`config.mk`:
```
export PLATFORM = sky130hd
export DESIGN_NAME = dgmi_engine
export DESIGN_NICKNAME = d
export VERILOG_FILES = /design/src/rtl/dgmi_pkg.sv /design/src/rtl/dgmi_engine.sv
export SDC_FILE = /design/constraint.sdc
export NUM_CORES = 1
export LEC_CHECK = 0
export ABC_CLOCK_PERIOD_IN_PS = 27200
export BUFFER_PORTS_ARGS = -buffer_cell sky130_fd_sc_hd__buf_2
export CAP_MARGIN = 20
export CORE_ASPECT_RATIO = 2
export CORE_MARGIN = 10
export CORE_UTILIZATION = 64
export DETAILED_ROUTE_END_ITERATION = 10
export HOLD_SLACK_MARGIN = 0.15
export PLACE_DENSITY = 0.91
export REMOVE_ABC_BUFFERS = 1
export SLEW_MARGIN = 40
export SYNTH_ARGS = -nofsm -noshare
export SYNTH_HDL_FRONTEND = slang
export SYNTH_SLANG_ARGS = --single-unit
```
`constraint.sdc`:
```
create_clock -name clock -period 27.2 [get_ports clock]
set_input_delay 5.44 -clock clock [delete_from_list [all_inputs] [get_ports clock]]
set_output_delay 5.44 -clock clock [all_outputs]
set_load 0.03 [all_outputs]
```
`src/rtl/dgmi_pkg.sv`:
```
`timescale 1ns / 1ps
// ----------------------------------------------------------------------------
// Depth grid mesh indexer package
// Shared widths, codes, word types and the triangle corner table.
// ----------------------------------------------------------------------------
package dgmi_pkg;

   // Vertex numbering.
   localparam int NUM_W   = 20;
   localparam int COUNT_W = 21;
   localparam logic [COUNT_W-1:0] NUM_LIMIT = 21'h100000;

   // Store entry: epoch tag above the vertex number.
   localparam int EPOCH_W = 12;
   localparam int ENTRY_W = EPOCH_W + NUM_W;
   localparam logic [EPOCH_W-1:0] EPOCH_STALE = '0;
   localparam logic [EPOCH_W-1:0] EPOCH_FIRST = 12'd1;
   localparam logic [EPOCH_W-1:0] EPOCH_MAX   = '1;

   // Result list of one quad.
   localparam int REC_MAX   = 10;
   localparam int REC_IDX_W = 4;

   // Width used for column and edge arithmetic (covers twice the widest grid).
   localparam int CALC_W = 14;

   typedef enum logic {
      CMD_FRAME = 1'b0,
      CMD_QUAD  = 1'b1
   } command_type;

   typedef enum logic {
      KIND_VERTEX = 1'b0,
      KIND_INDEX  = 1'b1
   } kind_type;

   typedef struct packed {
      logic        command;
      logic [9:0]  grid_x;
      logic [9:0]  grid_y;
      logic [15:0] depth_top_left;
      logic [15:0] depth_top_right;
      logic [15:0] depth_bottom_left;
      logic [15:0] depth_bottom_right;
   } req_word_type;

   typedef struct packed {
      kind_type         kind;
      logic [1:0]       corner;
      logic [NUM_W-1:0] vertex_number;
      logic             last;
   } rsp_word_type;

   typedef struct packed {
      logic               sweeping;
      logic [COUNT_W-1:0] next_vertex;
   } status_type;

   // Corners of triangles 0-1-2 and 2-1-3, in emission order.
   function automatic logic [1:0] tri_corner(input logic [2:0] k);
      logic [1:0] c;
      unique case (k)
         3'd0:    c = 2'd0;
         3'd1:    c = 2'd1;
         3'd2:    c = 2'd2;
         3'd3:    c = 2'd2;
         3'd4:    c = 2'd1;
         default: c = 2'd3;
      endcase
      return c;
   endfunction

endpackage

```
`src/rtl/dgmi_engine.sv`:
```
`timescale 1ns / 1ps
// ----------------------------------------------------------------------------
// Quad sequencer
// Tracks rows and epochs, reads the four corners from the store, assigns new
// vertex numbers, and steps through the quad's records writing new vertices
// back to the store.
// ----------------------------------------------------------------------------
module dgmi_engine
   import dgmi_pkg::*;
#(
   parameter int GRID_WIDTH_MAX  = 1024,
   parameter int GRID_HEIGHT_MAX = 1024,
   parameter int ADDR_W          = 11
) (
   input  logic               clock,
   input  logic               reset,
   input  logic               in_valid,
   input  req_word_type       in_word,
   output logic               in_take,
   output logic               rec_valid,
   output rsp_word_type       rec_word,
   input  logic               rec_ready,
   output logic               st_wr_en,
   output logic [ADDR_W-1:0]  st_wr_addr,
   output logic [ENTRY_W-1:0] st_wr_data,
   output logic [ADDR_W-1:0]  st_rd_addr_a,
   output logic [ADDR_W-1:0]  st_rd_addr_b,
   input  logic [ENTRY_W-1:0] st_rd_data_a,
   input  logic [ENTRY_W-1:0] st_rd_data_b,
   output status_type         status
);

   localparam int CTR_W = $clog2(GRID_WIDTH_MAX);
   localparam logic [CALC_W-1:0] WIDTH_C  = CALC_W'(GRID_WIDTH_MAX);
   localparam logic [CALC_W-1:0] HEIGHT_C = CALC_W'(GRID_HEIGHT_MAX);
   localparam logic [CTR_W-1:0]  CTR_LAST = CTR_W'(GRID_WIDTH_MAX - 1);

   typedef enum logic [2:0] {
      ST_IDLE,
      ST_READ_TOP,
      ST_READ_BOTTOM,
      ST_EVAL,
      ST_EMIT,
      ST_SWEEP
   } state_type;

   // Control state.
   state_type            state_ff, state_in;
   logic                 busy_ff, busy_in;
   logic [9:0]           row_ff, row_in;
   logic [COUNT_W-1:0]   nv_ff, nv_in;
   logic [EPOCH_W-1:0]   epoch_ff [2];
   logic [EPOCH_W-1:0]   epoch_in [2];
   logic [1:0]           pend_ff, pend_in;
   logic [CTR_W-1:0]     ctr_ff, ctr_in;
   logic [REC_IDX_W-1:0] rec_idx_ff, rec_idx_in;

   // Payload of the quad at work.
   logic [ADDR_W-1:0]    addr_ff [4];
   logic [ADDR_W-1:0]    addr_in [4];
   logic [3:0]           valid_ff, valid_in;
   logic                 y0_ff, y0_in;
   logic [ENTRY_W-1:0]   top_ent_ff [2];
   logic [ENTRY_W-1:0]   top_ent_in [2];
   logic [NUM_W-1:0]     num_ff [4];
   logic [NUM_W-1:0]     num_in [4];
   kind_type             rec_kind_ff [REC_MAX];
   kind_type             rec_kind_in [REC_MAX];
   logic [1:0]           rec_corner_ff [REC_MAX];
   logic [1:0]           rec_corner_in [REC_MAX];
   logic [REC_IDX_W-1:0] rec_cnt_ff, rec_cnt_in;

   // Store address of a corner: row parity picks the half, column the entry.
   function automatic logic [ADDR_W-1:0] corner_addr(input logic [9:0] x,
                                                     input logic y0,
                                                     input logic [1:0] c);
      logic [CALC_W-1:0] col;
      logic [CALC_W-1:0] full;
      col  = {{(CALC_W-10){1'b0}}, x} + CALC_W'(c[0]);
      full = (y0 ^ c[1]) ? col + WIDTH_C : col;
      return full[ADDR_W-1:0];
   endfunction

   // Current record and its write-back.
   logic [1:0] cur_corner;
   assign cur_corner              = rec_corner_ff[rec_idx_ff];
   assign rec_word.kind           = rec_kind_ff[rec_idx_ff];
   assign rec_word.corner         = cur_corner;
   assign rec_word.vertex_number  = num_ff[cur_corner];
   assign rec_word.last           = (rec_idx_ff == rec_cnt_ff - REC_IDX_W'(1));

   assign status.sweeping    = (state_ff == ST_SWEEP);
   assign status.next_vertex = nv_ff;

   // Next-state logic.
   always_comb begin
      logic [ENTRY_W-1:0]   ent [4];
      logic [3:0]           fresh;
      logic [NUM_W-1:0]     num_calc [4];
      logic [2:0]           off;
      logic                 exhausted;
      logic                 full_quad;
      logic [REC_IDX_W-1:0] n;
      logic [1:0]           ci;
      logic                 slot;
      logic [1:0]           bump;
      logic [3:0]           qv;
      logic [2:0]           qv_cnt;
      logic                 past_edge;
      logic                 sel;
      logic [CALC_W-1:0]    sweep_addr;

      state_in   = state_ff;
      busy_in    = busy_ff;
      row_in     = row_ff;
      nv_in      = nv_ff;
      epoch_in   = epoch_ff;
      pend_in    = pend_ff;
      ctr_in     = ctr_ff;
      rec_idx_in = rec_idx_ff;
      addr_in    = addr_ff;
      valid_in   = valid_ff;
      y0_in      = y0_ff;
      top_ent_in = top_ent_ff;
      num_in     = num_ff;
      rec_kind_in   = rec_kind_ff;
      rec_corner_in = rec_corner_ff;
      rec_cnt_in    = rec_cnt_ff;

      in_take      = 1'b0;
      rec_valid    = 1'b0;
      st_wr_en     = 1'b0;
      st_wr_addr   = addr_ff[cur_corner];
      st_wr_data   = {epoch_ff[y0_ff ^ cur_corner[1]], num_ff[cur_corner]};
      st_rd_addr_a = addr_ff[0];
      st_rd_addr_b = addr_ff[1];
      bump         = 2'b00;

      // Corner evaluation: an entry counts as assigned when its tag matches
      // the live epoch of its row half.
      ent[0] = top_ent_ff[0];
      ent[1] = top_ent_ff[1];
      ent[2] = st_rd_data_a;
      ent[3] = st_rd_data_b;
      off = 3'd0;
      for (int i = 0; i < 4; i++) begin
         ci          = 2'(i);
         slot        = y0_ff ^ ci[1];
         fresh[i]    = valid_ff[i] && (ent[i][ENTRY_W-1 -: EPOCH_W] != epoch_ff[slot]);
         num_calc[i] = fresh[i] ? nv_ff[NUM_W-1:0] + NUM_W'(off) : ent[i][NUM_W-1:0];
         off         = off + 3'(fresh[i]);
      end
      exhausted = ({1'b0, nv_ff} + (COUNT_W+1)'(off)) > {1'b0, NUM_LIMIT};

      // Record list: new vertices interleaved with indices for a triangle,
      // or all new vertices first and then both triangles for a full quad.
      // The list is only built while the corners are evaluated, so that it
      // stays fixed during emission.
      full_quad = &valid_ff;
      n = '0;
      if (state_ff == ST_EVAL) begin
         for (int i = 0; i < 4; i++) begin
            ci = 2'(i);
            if (fresh[i]) begin
               rec_kind_in[n]   = KIND_VERTEX;
               rec_corner_in[n] = ci;
               n = n + REC_IDX_W'(1);
            end
            if (!full_quad && valid_ff[i]) begin
               rec_kind_in[n]   = KIND_INDEX;
               rec_corner_in[n] = ci;
               n = n + REC_IDX_W'(1);
            end
         end
         if (full_quad) begin
            for (int k = 0; k < 6; k++) begin
               rec_kind_in[n]   = KIND_INDEX;
               rec_corner_in[n] = tri_corner(3'(k));
               n = n + REC_IDX_W'(1);
            end
         end
      end

      // Input decode.
      qv = {in_word.depth_bottom_right != 16'd0, in_word.depth_bottom_left != 16'd0,
            in_word.depth_top_right != 16'd0, in_word.depth_top_left != 16'd0};
      qv_cnt = 3'(qv[0]) + 3'(qv[1]) + 3'(qv[2]) + 3'(qv[3]);
      past_edge = (({{(CALC_W-10){1'b0}}, in_word.grid_x} + CALC_W'(1)) >= WIDTH_C) ||
                  (({{(CALC_W-10){1'b0}}, in_word.grid_y} + CALC_W'(1)) >= HEIGHT_C);

      sel        = ~pend_ff[0];
      sweep_addr = sel ? {{(CALC_W-CTR_W){1'b0}}, ctr_ff} + WIDTH_C
                       : {{(CALC_W-CTR_W){1'b0}}, ctr_ff};

      unique case (state_ff)
         ST_IDLE: begin
            if (|pend_ff) begin
               state_in = ST_SWEEP;
            end else if (in_valid) begin
               in_take = 1'b1;
               if (in_word.command == CMD_FRAME) begin
                  nv_in  = '0;
                  row_in = '0;
                  bump   = 2'b11;
               end else begin
                  // Row tracking: one row down retires the old top half,
                  // any other change retires both.
                  if (in_word.grid_y != row_ff) begin
                     if ({1'b0, in_word.grid_y} == {1'b0, row_ff} + 11'd1) begin
                        bump[row_ff[0]] = 1'b1;
                     end else begin
                        bump = 2'b11;
                     end
                     row_in = in_word.grid_y;
                  end
                  for (int i = 0; i < 4; i++) begin
                     addr_in[i] = corner_addr(in_word.grid_x, in_word.grid_y[0], 2'(i));
                  end
                  valid_in = qv;
                  y0_in    = in_word.grid_y[0];
                  if (!past_edge && (qv_cnt >= 3'd3)) begin
                     busy_in  = 1'b1;
                     state_in = ST_READ_TOP;
                  end
               end
            end
         end
         ST_READ_TOP: begin
            if (|pend_ff) begin
               state_in = ST_SWEEP;
            end else begin
               state_in = ST_READ_BOTTOM;
            end
         end
         ST_READ_BOTTOM: begin
            st_rd_addr_a  = addr_ff[2];
            st_rd_addr_b  = addr_ff[3];
            top_ent_in[0] = st_rd_data_a;
            top_ent_in[1] = st_rd_data_b;
            state_in      = ST_EVAL;
         end
         ST_EVAL: begin
            busy_in = 1'b0;
            if (exhausted) begin
               state_in = ST_IDLE;
            end else begin
               nv_in      = nv_ff + COUNT_W'(off);
               num_in     = num_calc;
               rec_cnt_in = n;
               rec_idx_in = '0;
               state_in   = ST_EMIT;
            end
         end
         ST_EMIT: begin
            rec_valid = 1'b1;
            if (rec_ready) begin
               st_wr_en = (rec_kind_ff[rec_idx_ff] == KIND_VERTEX);
               if (rec_word.last) begin
                  state_in = ST_IDLE;
               end else begin
                  rec_idx_in = rec_idx_ff + REC_IDX_W'(1);
               end
            end
         end
         ST_SWEEP: begin
            // Tag every entry of one row half as stale, one per cycle.
            st_wr_en   = 1'b1;
            st_wr_addr = sweep_addr[ADDR_W-1:0];
            st_wr_data = {EPOCH_STALE, {NUM_W{1'b0}}};
            if (ctr_ff == CTR_LAST) begin
               ctr_in        = '0;
               pend_in[sel]  = 1'b0;
               epoch_in[sel] = EPOCH_FIRST;
               if (!pend_ff[~sel]) begin
                  state_in = busy_ff ? ST_READ_TOP : ST_IDLE;
               end
            end else begin
               ctr_in = ctr_ff + CTR_W'(1);
            end
         end
         default: begin
            state_in = ST_IDLE;
         end
      endcase

      // Retiring a row half moves its epoch on; at the last epoch the half
      // gets a sweep instead.
      for (int s = 0; s < 2; s++) begin
         if (bump[s]) begin
            if (epoch_ff[s] == EPOCH_MAX) begin
               pend_in[s] = 1'b1;
            end else begin
               epoch_in[s] = epoch_ff[s] + EPOCH_W'(1);
            end
         end
      end
   end

   // State and registered outputs.
   always_ff @(posedge clock) begin
      if (reset) begin
         state_ff    <= ST_IDLE;
         busy_ff     <= 1'b0;
         row_ff      <= '0;
         nv_ff       <= '0;
         epoch_ff[0] <= EPOCH_FIRST;
         epoch_ff[1] <= EPOCH_FIRST;
         pend_ff     <= 2'b11;
         ctr_ff      <= '0;
         rec_idx_ff  <= '0;
      end else begin
         state_ff    <= state_in;
         busy_ff     <= busy_in;
         row_ff      <= row_in;
         nv_ff       <= nv_in;
         epoch_ff    <= epoch_in;
         pend_ff     <= pend_in;
         ctr_ff      <= ctr_in;
         rec_idx_ff  <= rec_idx_in;
      end
      addr_ff       <= addr_in;
      valid_ff      <= valid_in;
      y0_ff         <= y0_in;
      top_ent_ff    <= top_ent_in;
      num_ff        <= num_in;
      rec_kind_ff   <= rec_kind_in;
      rec_corner_ff <= rec_corner_in;
      rec_cnt_ff    <= rec_cnt_in;
   end

endmodule

```
Word level (Yosys, flattened, before mapping):

Index checks and enable logic that the tools add are counted.
Widths: inputs -> output; s select.

* add/sub/neg operators: 35
* order comparisons: 42
* eq/ne operators: 30
* reduce and logical (&&, ||, !) cells: 44
* muxes and demuxes: 212
* bitwise logic cells: 62

Operators by type and width (number)
* $mux 20: 21
* $mux 10: 20
* $mux 12: 14
* $or 10x10->10: 14
* $bwmux 20: 6
* $demux 2 s4: 13
* $mux 11: 8
* $mux 21: 4
* $mux 4: 19
* $and 10x10->10: 7
* $ge 5x5->1 const B: 14
* $not 10->10: 7
* $not 4->5: 14
* $mux 2: 33
* $lt 5x1->1 const B: 13
* $reduce_bool 16->1: 4
* $add 4x1->4 const B: 14
* $demux 1 s4: 13
* $mux 24: 2
* $ne 12x12->1: 4
* $pmux 21 s2: 1
* $bmux 20 s2: 1
* $or 20x20->20: 2
* $mux 1: 36
* other kinds (65): 141

* input port bits: 153
* word-level logic and storage cells: 469
* register bits after elaboration: 302

Logic depth before layout (Yosys ltp):

Gate-level depths: netlist of run 1.

* word-level depth: 42
* depth in mapped cells: 44

Worst setup path after synthesis of run 1:

OpenSTA, ideal clock, no wires.

* kind: input port to flip-flop
* from: input port st_rd_data_a[25]
* to: register num_ff[0] (netlist bit) (enable)
* arrival time: 12889 ps
* cell stages on the path: 23
* path buffers: 5
* required time: 26719 ps
* setup slack: 13830 ps
* path through: xor2_1 nand4_1 o31a_1 buf_2 buf_1 clkbuf_1 buf_1 fa_1 ha_1 fa_1 ha_1 a21o_1 a21oi_1 nor3_1 nor4_1 a41oi_1 nor4_1 nand3_1 a22oi_1 nor2_1 a31oi_1 and2_1 clkbuf_1

* longest elaborated chain between the ends: 8

RTL lines
* start: declaration: line dgmi_engine.sv:28 `input logic [ENTRY_W-1:0] st_rd_data_a,`
* $ne 12x12->1: line dgmi_engine.sv:149 `fresh[i] = valid_ff[i] && (ent[i][ENTRY_W-1 -: EPOCH_W] != epoch_ff[slot]);`
* $logic_and 1x1->1: line dgmi_engine.sv:149
* $add 2x1->3: line dgmi_engine.sv:151 `off = off + 3'(fresh[i]);`
* $add 3x1->3: line dgmi_engine.sv:151
* $add 21x3->22: line dgmi_engine.sv:153 `exhausted = ({1'b0, nv_ff} + (COUNT_W+1)'(off)) > {1'b0, NUM_LIMIT};`
* $gt 22x21->1: line dgmi_engine.sv:153
* $not 1->1 (no line)
* $reduce_and 2->1 (no line)
* end signal: assignment: line dgmi_engine.sv:325 `num_ff <= num_in;`
* end: declaration: line dgmi_engine.sv:65 `logic [NUM_W-1:0] num_ff [4];`

Every way passes these cells.
A chain may end at the register's enable or synchronous reset.

Worst setup path after layout of run 1:

* from: input port st_rd_data_a[24]
* to: register rec_kind_ff[1] (netlist bit) (data pin)

* longest elaborated chain between the ends: 26
* elaborated cells between the ends (all ways): 91
* those cells by class: add/sub (8); order compare (18); eq/ne (1); mux (35); bitwise (19); reduce/logical (10)

RTL lines
* $ne 12x12->1 (*): line dgmi_engine.sv:149
* $logic_and 1x1->1 (*): line dgmi_engine.sv:149
* parallel branches: the longest is 23 deep, another holds $add 4x1->4
* $mux 10 (*): line dgmi_engine.sv:175 `if (full_quad) begin`
* end signal: assignment: line dgmi_engine.sv:326 `rec_kind_ff <= rec_kind_in;`
* end: declaration: line dgmi_engine.sv:67 `kind_type rec_kind_ff [REC_MAX];`

Every way passes the cells marked *. The select of a mux whose other input is x is not followed.

==> impl_metrics.env, run 1 <==
export IMPL_post_cts_resize_count=0
export IMPL_syn_area_per_cell_um2=9.43
export IMPL_synth_most_common_cell="nor2_1"
export IMPL_overflow=0
export IMPL_clkLatencyLatePin_ns=0.58
export IMPL_clockBufferDepth=3
export IMPL_drc=0
export IMPL_finalMaxSlewViolations=0
export IMPL_fin_nets=2413
export IMPL_antenna_found_initial=3
export IMPL_synth_cells=2024
export IMPL_max_cap_violations=0
export IMPL_wirelength_mm=64.3
export IMPL_min_path_type="reg -> reg"
export IMPL_first_global_vias=18038
export IMPL_ys_seq_area_share_pct=40.4
export IMPL_cp_end_kind="flop"
export IMPL_final_hold_violation_count=0
export IMPL_outcome="complete, no violations"
export IMPL_place_inst=2539
export IMPL_clkTransAtPathRegs_ns=0.07
export IMPL_criticalPathCategory="in -> reg"
export IMPL_power_leakage_nw=8.19
export IMPL_numPortBuffers=266
export IMPL_cp_slowest_stage_delay_ns=0.55
export IMPL_fin_ws_ns=14.70
export IMPL_tightest_slew_ns=0.920
export IMPL_fin_crit_sh_pct=46.0
export IMPL_final_util_pct=73.0
export IMPL_netlist_area_um2=19100
export IMPL_ant_nets=0
export IMPL_gp_congestion=1.07
export IMPL_dpl_hpwl_mm=47.1
export IMPL_clock_sinks=282
export IMPL_drt_iter0_drc=1843
export IMPL_setup_tns_ns=0
export IMPL_clock_root_buffer="clkbuf_16"
export IMPL_dieHeight_um=264
export IMPL_power_density_nw_per_um2=46.7
export IMPL_dieArea_um2=37600
export IMPL_cts_made_buffers=26
export IMPL_h_tree_depth=1
export IMPL_fin_skew_ns=0.0487
export IMPL_slew_headroom_pct=38.2
export IMPL_clock_fmax_ghz=0.0800
export IMPL_cp_num_buf_inv=5
export IMPL_worstPathMaxFanout=56
export IMPL_ir_worst_vdd_mv=0.0489
export IMPL_drtPass1Iterations=6
export IMPL_coreArea_um2=29500
export IMPL_rsz0062_at_grt="false"
export IMPL_multiInputGateArea_um2=10700
export IMPL_finalSetupViolCount=0
export IMPL_r2r_start="y0_ff"
export IMPL_dpl_cell_area_um2=20500
export IMPL_wl_per_cell_um=24.8
export IMPL_netlist_top_cells_area="edfxtp_1, dfxtp_1, mux2i_1"
export IMPL_drive_above_1_share_pct=19.7
export IMPL_fillers=2022
export IMPL_pin_count=267
export IMPL_yosysWarnings=0
export IMPL_yosys_register_bits=282
export IMPL_cpMaxStageDelayCell="xor2_2"
export IMPL_crit_start="st_rd_data_a[24]"
export IMPL_fin_hold_ws_ns=0.527
export IMPL_synthTopCellsByCount="nor2_1, edfxtp_1, nand2_1"
export IMPL_total_power_mw=1.01
export IMPL_ys_types=93
export IMPL_hold_buffers=0
export IMPL_cts_tree="done"
export IMPL_synth_async_reset_ratio_pct=0
export IMPL_synth_ff_type="edfxtp_1"
export IMPL_vias=17474
export IMPL_grt_first_pass_wirelength_mm=97.8
export IMPL_post_cts_buffers=0
export IMPL_num_rows=89
export IMPL_start_util_pct=64.7
export IMPL_seq_area_um2=7720
export IMPL_required_ns=27.46
export IMPL_crit_family="XOR/XNOR gates"
export IMPL_period_needed_ns=12.50
export IMPL_grt_start_max_net_pins=87
export IMPL_stdcell_count=2589
export IMPL_hp_start="top_ent_ff[14]"
export IMPL_synth_top_area_share_pct=32.6
export IMPL_netlist_top_cell_by_area="edfxtp_1"
export IMPL_cp_start_kind="input pin"
export IMPL_fin_area_um2=21500
export IMPL_die_width_um=142
export IMPL_vias_per_cell=6.75
export IMPL_synth_edf_count=207
export IMPL_arrival_ns=12.76
export IMPL_track_usage_pct=32.9
export IMPL_place_ws_ns=14.15
export IMPL_area_growth_pct=12.8
==> area by class of cell <==
cell class              count  share of cell area (%)
repair buffers            287                    6.93
diodes                      2                  0.0232
well taps                 364                    2.11
multi-input cells        1559                    49.8
clock buffers              39                    3.93
inverters                  47                   0.825
clock inverters             9                   0.546
flip-flops and latches    282                    35.8
==> kinds of logic (layout without fill, tap and decap cells) <==
logic type                 count (synthesis)  count (layout)  share of synthesized area [%]
AOI/OAI and AO/OA                        426             426                           14.1
and+or+nand+nor                          732             732                           19.4
DFF                                      282             282                           40.4
muxes                                    153             153                           8.69
other                                      0               2                              0
xor gates and xnor gates                 191             191                           9.48
adders and majority gates                 57              57                           3.97
buffers and inverters                    183             382                           4.01
==> worst min-delay path: stages (launching register included) <==
cell      delay [ns]
edfxtp_1        0.32
nand2_1         0.04
o21ai_0         0.06
==> cells in the final DEF, fill, tap and decap left out, types with 17 or more instances in the layout <==
master,Yosys,routed
a21oi_1,133,132
a22oi_1,27,27
and2_1,39,38
and3_1,34,34
buf_2,3,266
buf_4,12,20
clkbuf_16,0,31
dfxtp_1,75,75
edfxtp_1,207,207
ha_1,51,50
inv_1,43,43
mux2_2,30,30
mux2i_1,113,113
nand2_1,149,149
nand2b_1,17,17
nand3_1,77,77
nand3b_1,27,27
nand4_1,32,32
nor2_1,209,208
nor3_1,35,32
nor4_1,34,32
o21ai_0,113,110
xnor2_1,115,114
xor2_1,64,64
==> routing by layer <==
metal | global-route usage (%) | routed length [um] | vias up
met2 | 58.9 | 33000 | 1154
met5 | 0 | 15 | -
met3 | 6.70 | 5260 | 380
met1 | 30.7 | 19700 | 8195
li1 | - | - | 7743
met4 | 27.8 | 6320 | 2
==> report_power, final <==
group / internal, mW / switching, mW
sequential: 0.460 / 0.00461
clock: 0.236 / 0.173
combinational: 0.0474 / 0.0861
==> flip-flops by register name, summed over array words and instances, names as in the netlist <==
| name | count |
|---|---|
| num_ff | 80 |
| top_ent_ff | 64 |
| addr_ff | 24 |
| epoch_ff | 24 |
| nv_ff | 21 |
| rec_corner_ff | 20 |
| ctr_ff | 10 |
| rec_kind_ff | 10 |
| row_ff | 10 |
| rec_cnt_ff | 4 |
| rec_idx_ff | 4 |
| valid_ff | 4 |
| state_ff | 3 |
| pend_ff | 2 |
| busy_ff | 1 |
| y0_ff | 1 |
==> path summary, 6_finish.rpt <==
path / slack [ns] / cells after the start / endpoint
setup / recovery: 14.70 / 30 / rec_kind_ff[1]
hold / removal: 0.53 / 2 / num_ff[54]
setup reg to reg: 15.92 / 42 / rec_kind_ff[1]
hold reg to reg: 0.53 / 2 / num_ff[54]
(Power assumes the default switching activity.)
==> inputs of run 2 (changes only) <==
--- a/config.mk
+++ b/config.mk
@@ -5,15 +5,15 @@
 export SDC_FILE = /design/constraint.sdc
 export NUM_CORES = 1
 export LEC_CHECK = 0
-export ABC_CLOCK_PERIOD_IN_PS = 27200
+export ABC_CLOCK_PERIOD_IN_PS = 12700
 export BUFFER_PORTS_ARGS = -buffer_cell sky130_fd_sc_hd__buf_2
 export CAP_MARGIN = 20
 export CORE_ASPECT_RATIO = 2
 export CORE_MARGIN = 10
-export CORE_UTILIZATION = 64
+export CORE_UTILIZATION = 59
 export DETAILED_ROUTE_END_ITERATION = 10
 export HOLD_SLACK_MARGIN = 0.15
-export PLACE_DENSITY = 0.91
+export PLACE_DENSITY = 0.85
 export REMOVE_ABC_BUFFERS = 1
 export SLEW_MARGIN = 40
 export SYNTH_ARGS = -nofsm -noshare
==> constraint.sdc (replaced) <==
create_clock -name clock -period 12.7 [get_ports clock]
set_input_delay 2.54 -clock clock [delete_from_list [all_inputs] [get_ports clock]]
set_output_delay 2.54 -clock clock [all_outputs]
set_load 0.03 [all_outputs]
==> impl_metrics.env, run 2 (synthesis results as in run 1) <==
export IMPL_outcome="complete, no violations"
export IMPL_final_cell_mix="buf_2, nor2_1, edfxtp_1"
export IMPL_min_path_type="reg -> reg"
export IMPL_cts_made_buffers=27
export IMPL_first_global_vias=17252
export IMPL_wirelength_mm=67.3
export IMPL_area_growth_pct=12.9
export IMPL_clock_sinks=282
export IMPL_power_density_nw_per_um2=97.5
export IMPL_cp_start_kind="flop"
export IMPL_fin_crit_sh_pct=86.5
export IMPL_post_cts_resize_count=0
export IMPL_pin_count=267
export IMPL_vias_per_cell=6.48
export IMPL_final_common_cell="buf_2"
export IMPL_top_regs="num_ff (80), top_ent_ff (64)"
export IMPL_arrival_ns=11.26
export IMPL_num_rows=93
export IMPL_dpl_hpwl_mm=50.4
export IMPL_finalMaxSlewViolations=0
export IMPL_h_tree_depth=1
export IMPL_drt_iter0_drc=1822
export IMPL_coreArea_um2=32100
export IMPL_cp_end_kind="flop"
export IMPL_fillers=2552
export IMPL_r2r_cells=38
export IMPL_clkLatencyLatePin_ns=0.58
export IMPL_antenna_found_initial=5
export IMPL_power_leakage_nw=8.17
export IMPL_clock_root_buffer="clkbuf_16"
export IMPL_tightest_slew_ns=0.966
export IMPL_period_needed_ns=10.99
export IMPL_grt_first_pass_wirelength_mm=100
export IMPL_fin_skew_ns=0.0306
export IMPL_r2r_start="y0_ff"
export IMPL_start_util_pct=59.4
export IMPL_reg2reg_slack_ns=1.71
export IMPL_fin_ws_ns=1.71
export IMPL_fin_nets=2417
export IMPL_cts_tree="done"
export IMPL_drtPass1Iterations=8
export IMPL_crit_start="y0_ff"
export IMPL_crit_end="rec_kind_ff[1]"
export IMPL_clockBufferDepth=3
export IMPL_post_cts_buffers=0
export IMPL_top_register="num_ff"
export IMPL_slew_headroom_pct=35.6
export IMPL_wl_per_cell_um=25.3
export IMPL_cp_common_cell="ha_1"
export IMPL_place_ws_ns=1.78
export IMPL_largest_reg_flops=80
export IMPL_track_usage_pct=31.9
export IMPL_cpMaxStageDelayCell="edfxtp_1"
export IMPL_hold_buffers=0
export IMPL_total_power_mw=2.10
export IMPL_required_ns=12.98
export IMPL_drc=0
export IMPL_dieArea_um2=40400
export IMPL_numPortBuffers=266
export IMPL_final_hold_violation_count=0
export IMPL_finalSetupViolCount=0
export IMPL_criticalPathCategory="reg -> reg"
export IMPL_gp_congestion=1.13
export IMPL_setup_tns_ns=0
export IMPL_ir_worst_vdd_mv=0.113
export IMPL_ant_nets=0
export IMPL_clock_fmax_ghz=0.0910
export IMPL_max_cap_violations=0
export IMPL_rsz0062_at_grt="false"
export IMPL_worstPathMaxFanout=48
export IMPL_vias=17248
export IMPL_dieHeight_um=274
export IMPL_timing_rr_end="rec_kind_ff[1]"
export IMPL_final_util_pct=67.1
export IMPL_drive_above_1_share_pct=19.7
export IMPL_clkTransAtPathRegs_ns=0.07
export IMPL_cp_slowest_stage_delay_ns=0.80
export IMPL_grt_start_max_net_pins=69
export IMPL_die_width_um=147
export IMPL_overflow=0
run 2: worst min path at each step:
| stage | start | end | slack, ns | cells past startpoint |
|---|---|---|---|---|
| 6_report | top_ent_ff[6] | num_ff[46] | 0.53 | 2 |
| 5_1_grt | top_ent_ff[16] | num_ff[56] | 0.56 | 2 |
| 4_1_cts | top_ent_ff[6] | num_ff[46] | 0.53 | 2 |
| 3_5_place_dp | top_ent_ff[13] | num_ff[53] | 0.52 | 2 |
| 3_3_place_gp | top_ent_ff[6] | num_ff[46] | 0.51 | 2 |
| 2_1_floorplan | pend_ff[1] | pend_ff[1] | 0.45 | 2 |
run 2: through the flow:
step / cells / area, um^2 / hold slack, ns
floorplan: 1888 / 18500 / 0.454
global placement: 2605 / 20600 / 0.507
detailed placement: 2605 / 20600 / 0.518
CTS: 2655 / 21500 / 0.534
global route: 2660 / 21600 / 0.557
finish: 2660 / 21600 / 0.533
run 2: where the power goes:
| part | switching (mW) | leakage, nW | internal (mW) | total (mW) |
|---|---|---|---|---|
| clock network | 0.366 | 0.429 | 0.452 | 0.818 |
| registers | 0.00998 | 2.45 | 0.984 | 0.994 |
| logic | 0.186 | 5.28 | 0.102 | 0.288 |
| total | 0.562 | 8.17 | 1.54 | 2.10 |
run 2: cell type report:
cell class / instances / area [um^2] / share of cell area, %
Timing Repair Buffer: 290 / 1520 / 7.03
Clock buffer: 35 / 736 / 3.41
Multi-Input combinational cell: 1559 / 10700 / 49.7
Clock inverter: 15 / 140 / 0.650
Antenna cell: 5 / 12.5 / 0.0581
Sequential cell: 282 / 7720 / 35.8
Tap cell: 427 / 534 / 2.48
Inverter: 47 / 176 / 0.819
run 2: critical path, delay by kind of cell, from the launching register on:
family	cells	cell delay (ns)
xor gates and xnor gates	7	2.39
AOI/OAI and AO/OA	9	1.87
and+or+nand+nor	9	1.83
adders and majority gates	5	1.65
buffers and inverters	6	1.31
DFF	1	0.80
muxes	2	0.80
run 2: layer usage:
layer	share of wire, %	GRT usage, %
met1	31	29.9
met2	52	58.5
met3	7.6	5.91
met4	9.3	26.0
met5	0	0
==> inputs of run 3 (changes only) <==
==> constraint.sdc (replaced) <==
create_clock -name clock -period 12.7 [get_ports clock]
set_input_delay 0.635 -clock clock [delete_from_list [all_inputs] [get_ports clock]]
set_output_delay 0.635 -clock clock [all_outputs]
set_load 0.03 [all_outputs]
==> impl_metrics.env, run 3 (synthesis results as in run 1) <==
export IMPL_final_common_cell="buf_2"
export IMPL_first_global_vias=17082
export IMPL_pwr_share_comb_pct=13.6
export IMPL_cp_end_kind="flop"
export IMPL_fin_skew_ns=0.0202
export IMPL_tightest_slew_ns=0.971
export IMPL_cp_slowest_stage_delay_ns=0.82
export IMPL_clock_sinks=282
export IMPL_top_regs="num_ff (80), top_ent_ff (64)"
export IMPL_cp_common_cell="ha_1"
export IMPL_power_frac_clock_pct=39.1
export IMPL_post_cts_buffers=0
export IMPL_holdPathStages=1
export IMPL_antenna_found_initial=7
export IMPL_grt_first_pass_wirelength_mm=100
export IMPL_required_ns=13.01
export IMPL_overflow=0
export IMPL_ir_worst_vdd_mv=0.119
export IMPL_ant_nets=0
export IMPL_clkTransAtPathRegs_ns=0.07
export IMPL_reg2reg_slack_ns=1.78
export IMPL_seq_area_um2=7720
export IMPL_pin_count=267
export IMPL_dieArea_um2=40400
export IMPL_cpMaxStageDelayCell="edfxtp_1"
export IMPL_fin_area_um2=21500
export IMPL_dpl_hpwl_mm=50.2
export IMPL_outcome="complete, no violations"
export IMPL_post_cts_resize_count=0
export IMPL_track_usage_pct=32.0
export IMPL_gp_congestion=1.13
export IMPL_wirelength_mm=67.5
export IMPL_hold_buffers=0
export IMPL_final_cell_mix="buf_2, nor2_1, edfxtp_1"
export IMPL_drt_iter0_drc=1577
export IMPL_start_util_pct=59.4
export IMPL_min_to="top_ent_ff[32]"
export IMPL_clkLatencyLatePin_ns=0.56
export IMPL_fillers=2577
export IMPL_slew_headroom_pct=34.9
export IMPL_fin_crit_sh_pct=86.0
export IMPL_p_sw_share_pct=26.9
export IMPL_numPortBuffers=266
export IMPL_vias=17182
export IMPL_max_cap_violations=0
export IMPL_worstPathMaxFanout=48
export IMPL_drc=0
export IMPL_multiInputGateArea_um2=10700
export IMPL_cts_made_buffers=26
export IMPL_power_density_nw_per_um2=97.7
export IMPL_p_int_mw=1.54
export IMPL_final_util_pct=67.0
export IMPL_h_tree_depth=1
export IMPL_largest_reg_flops=80
export IMPL_dieHeight_um=274
export IMPL_cp_num_buf_inv=5
export IMPL_drive_above_1_share_pct=19.5
export IMPL_r2r_start="y0_ff"
export IMPL_final_hold_violation_count=0
export IMPL_criticalPathCategory="reg -> reg"
export IMPL_wl_per_cell_um=25.4
export IMPL_die_width_um=147
export IMPL_timing_rr_end="rec_corner_ff[3]"
export IMPL_top_register="num_ff"
export IMPL_vias_per_cell=6.46
export IMPL_cp_start_kind="flop"
export IMPL_num_rows=93
export IMPL_drtPass1Iterations=6
export IMPL_clockBufferDepth=3
export IMPL_min_path_type="in -> reg"
export IMPL_area_growth_pct=12.8
export IMPL_power_leakage_nw=8.15
export IMPL_finalMaxSlewViolations=0
export IMPL_period_needed_ns=10.92
export IMPL_coreArea_um2=32100
export IMPL_p_sw_uw=566
export IMPL_rsz0062_at_grt="false"
export IMPL_r2r_cells=37
export IMPL_fin_nets=2414
export IMPL_finalSetupViolCount=0
export IMPL_crit_family="compound AO/OA/AOI/OAI gates"
export IMPL_hp_start="st_rd_data_a[0]"
export IMPL_arrival_ns=11.23
export IMPL_clock_fmax_ghz=0.0916
export IMPL_seqPwrFrac_pct=47.2
export IMPL_dpl_cell_area_um2=20600
export IMPL_grt_start_max_net_pins=69
export IMPL_clock_root_buffer="clkbuf_16"
export IMPL_setup_tns_ns=0
export IMPL_cts_tree="done"
==> run 3: worst max path at each step <==
stage | startpoint | endpoint | cells past startpoint
after floorplan | y0_ff | rec_kind_ff[1] | 39
after global placement | y0_ff | rec_kind_ff[1] | 40
after detailed placement | y0_ff | rec_kind_ff[1] | 40
after CTS | y0_ff | rec_kind_ff[1] | 40
after global routing | y0_ff | rec_corner_ff[3] | 37
final | y0_ff | rec_corner_ff[3] | 37
==> run 3: per-layer routing <==
layer | track usage, % | wire length (um)
met3 | 6.01 | 4760
met4 | 25.8 | 6190
met2 | 58.1 | 35200
met5 | 0 | 0
met1 | 30.7 | 21400
==> run 3: cell type report <==
cell class                 instances  area share, %
multi-input combinational       1559           49.8
sequential                       282           35.8
timing repair buffer             288           6.97
clock buffer                      39           3.64
tap                              427           2.48
inverter                          47          0.819
clock inverter                     9          0.401
antenna                            7         0.0814
==> run 3: worst reg2reg max path: cells and delay by family, from the launching register on <==
kind / cells / cell delay (ns)
buf+inv: 5 / 1.07
flops: 1 / 0.82
simple gates: 9 / 1.95
compound gates: 11 / 2.34
xor+xnor: 5 / 2.07
fa+ha+maj: 5 / 1.65
mux: 2 / 0.79
==> run 3: power by group through the flow <==
stage / Clock (mW) / Combinational [mW] / Sequential [mW]
after global placement: 0 / 0.279 / 1.01
after floorplan: 0 / 0.191 / 1.01
final: 0.823 / 0.287 / 0.994
after detailed placement: 0 / 0.285 / 1.01
after CTS: 0.822 / 0.286 / 0.994
after global routing: 0.857 / 0.300 / 0.994
==> run 3: per-stage QoR <==
| step | worst slack (ns) | hold WS (ns) | power, mW | std cells |
|---|---|---|---|---|
| 3_5_place_dp | 1.79 | 0.520 | 1.30 | 2603 |
| 4_1_cts | 1.75 | 0.247 | 2.10 | 2651 |
| 5_1_grt | 1.10 | 0.250 | 2.15 | 2657 |
| 3_3_place_gp | 2.14 | 0.505 | 1.29 | 2603 |
| 2_1_floorplan | 1.53 | 0.454 | 1.20 | 1888 |
| 6_report | 1.78 | 0.260 | 2.10 | 2658 |
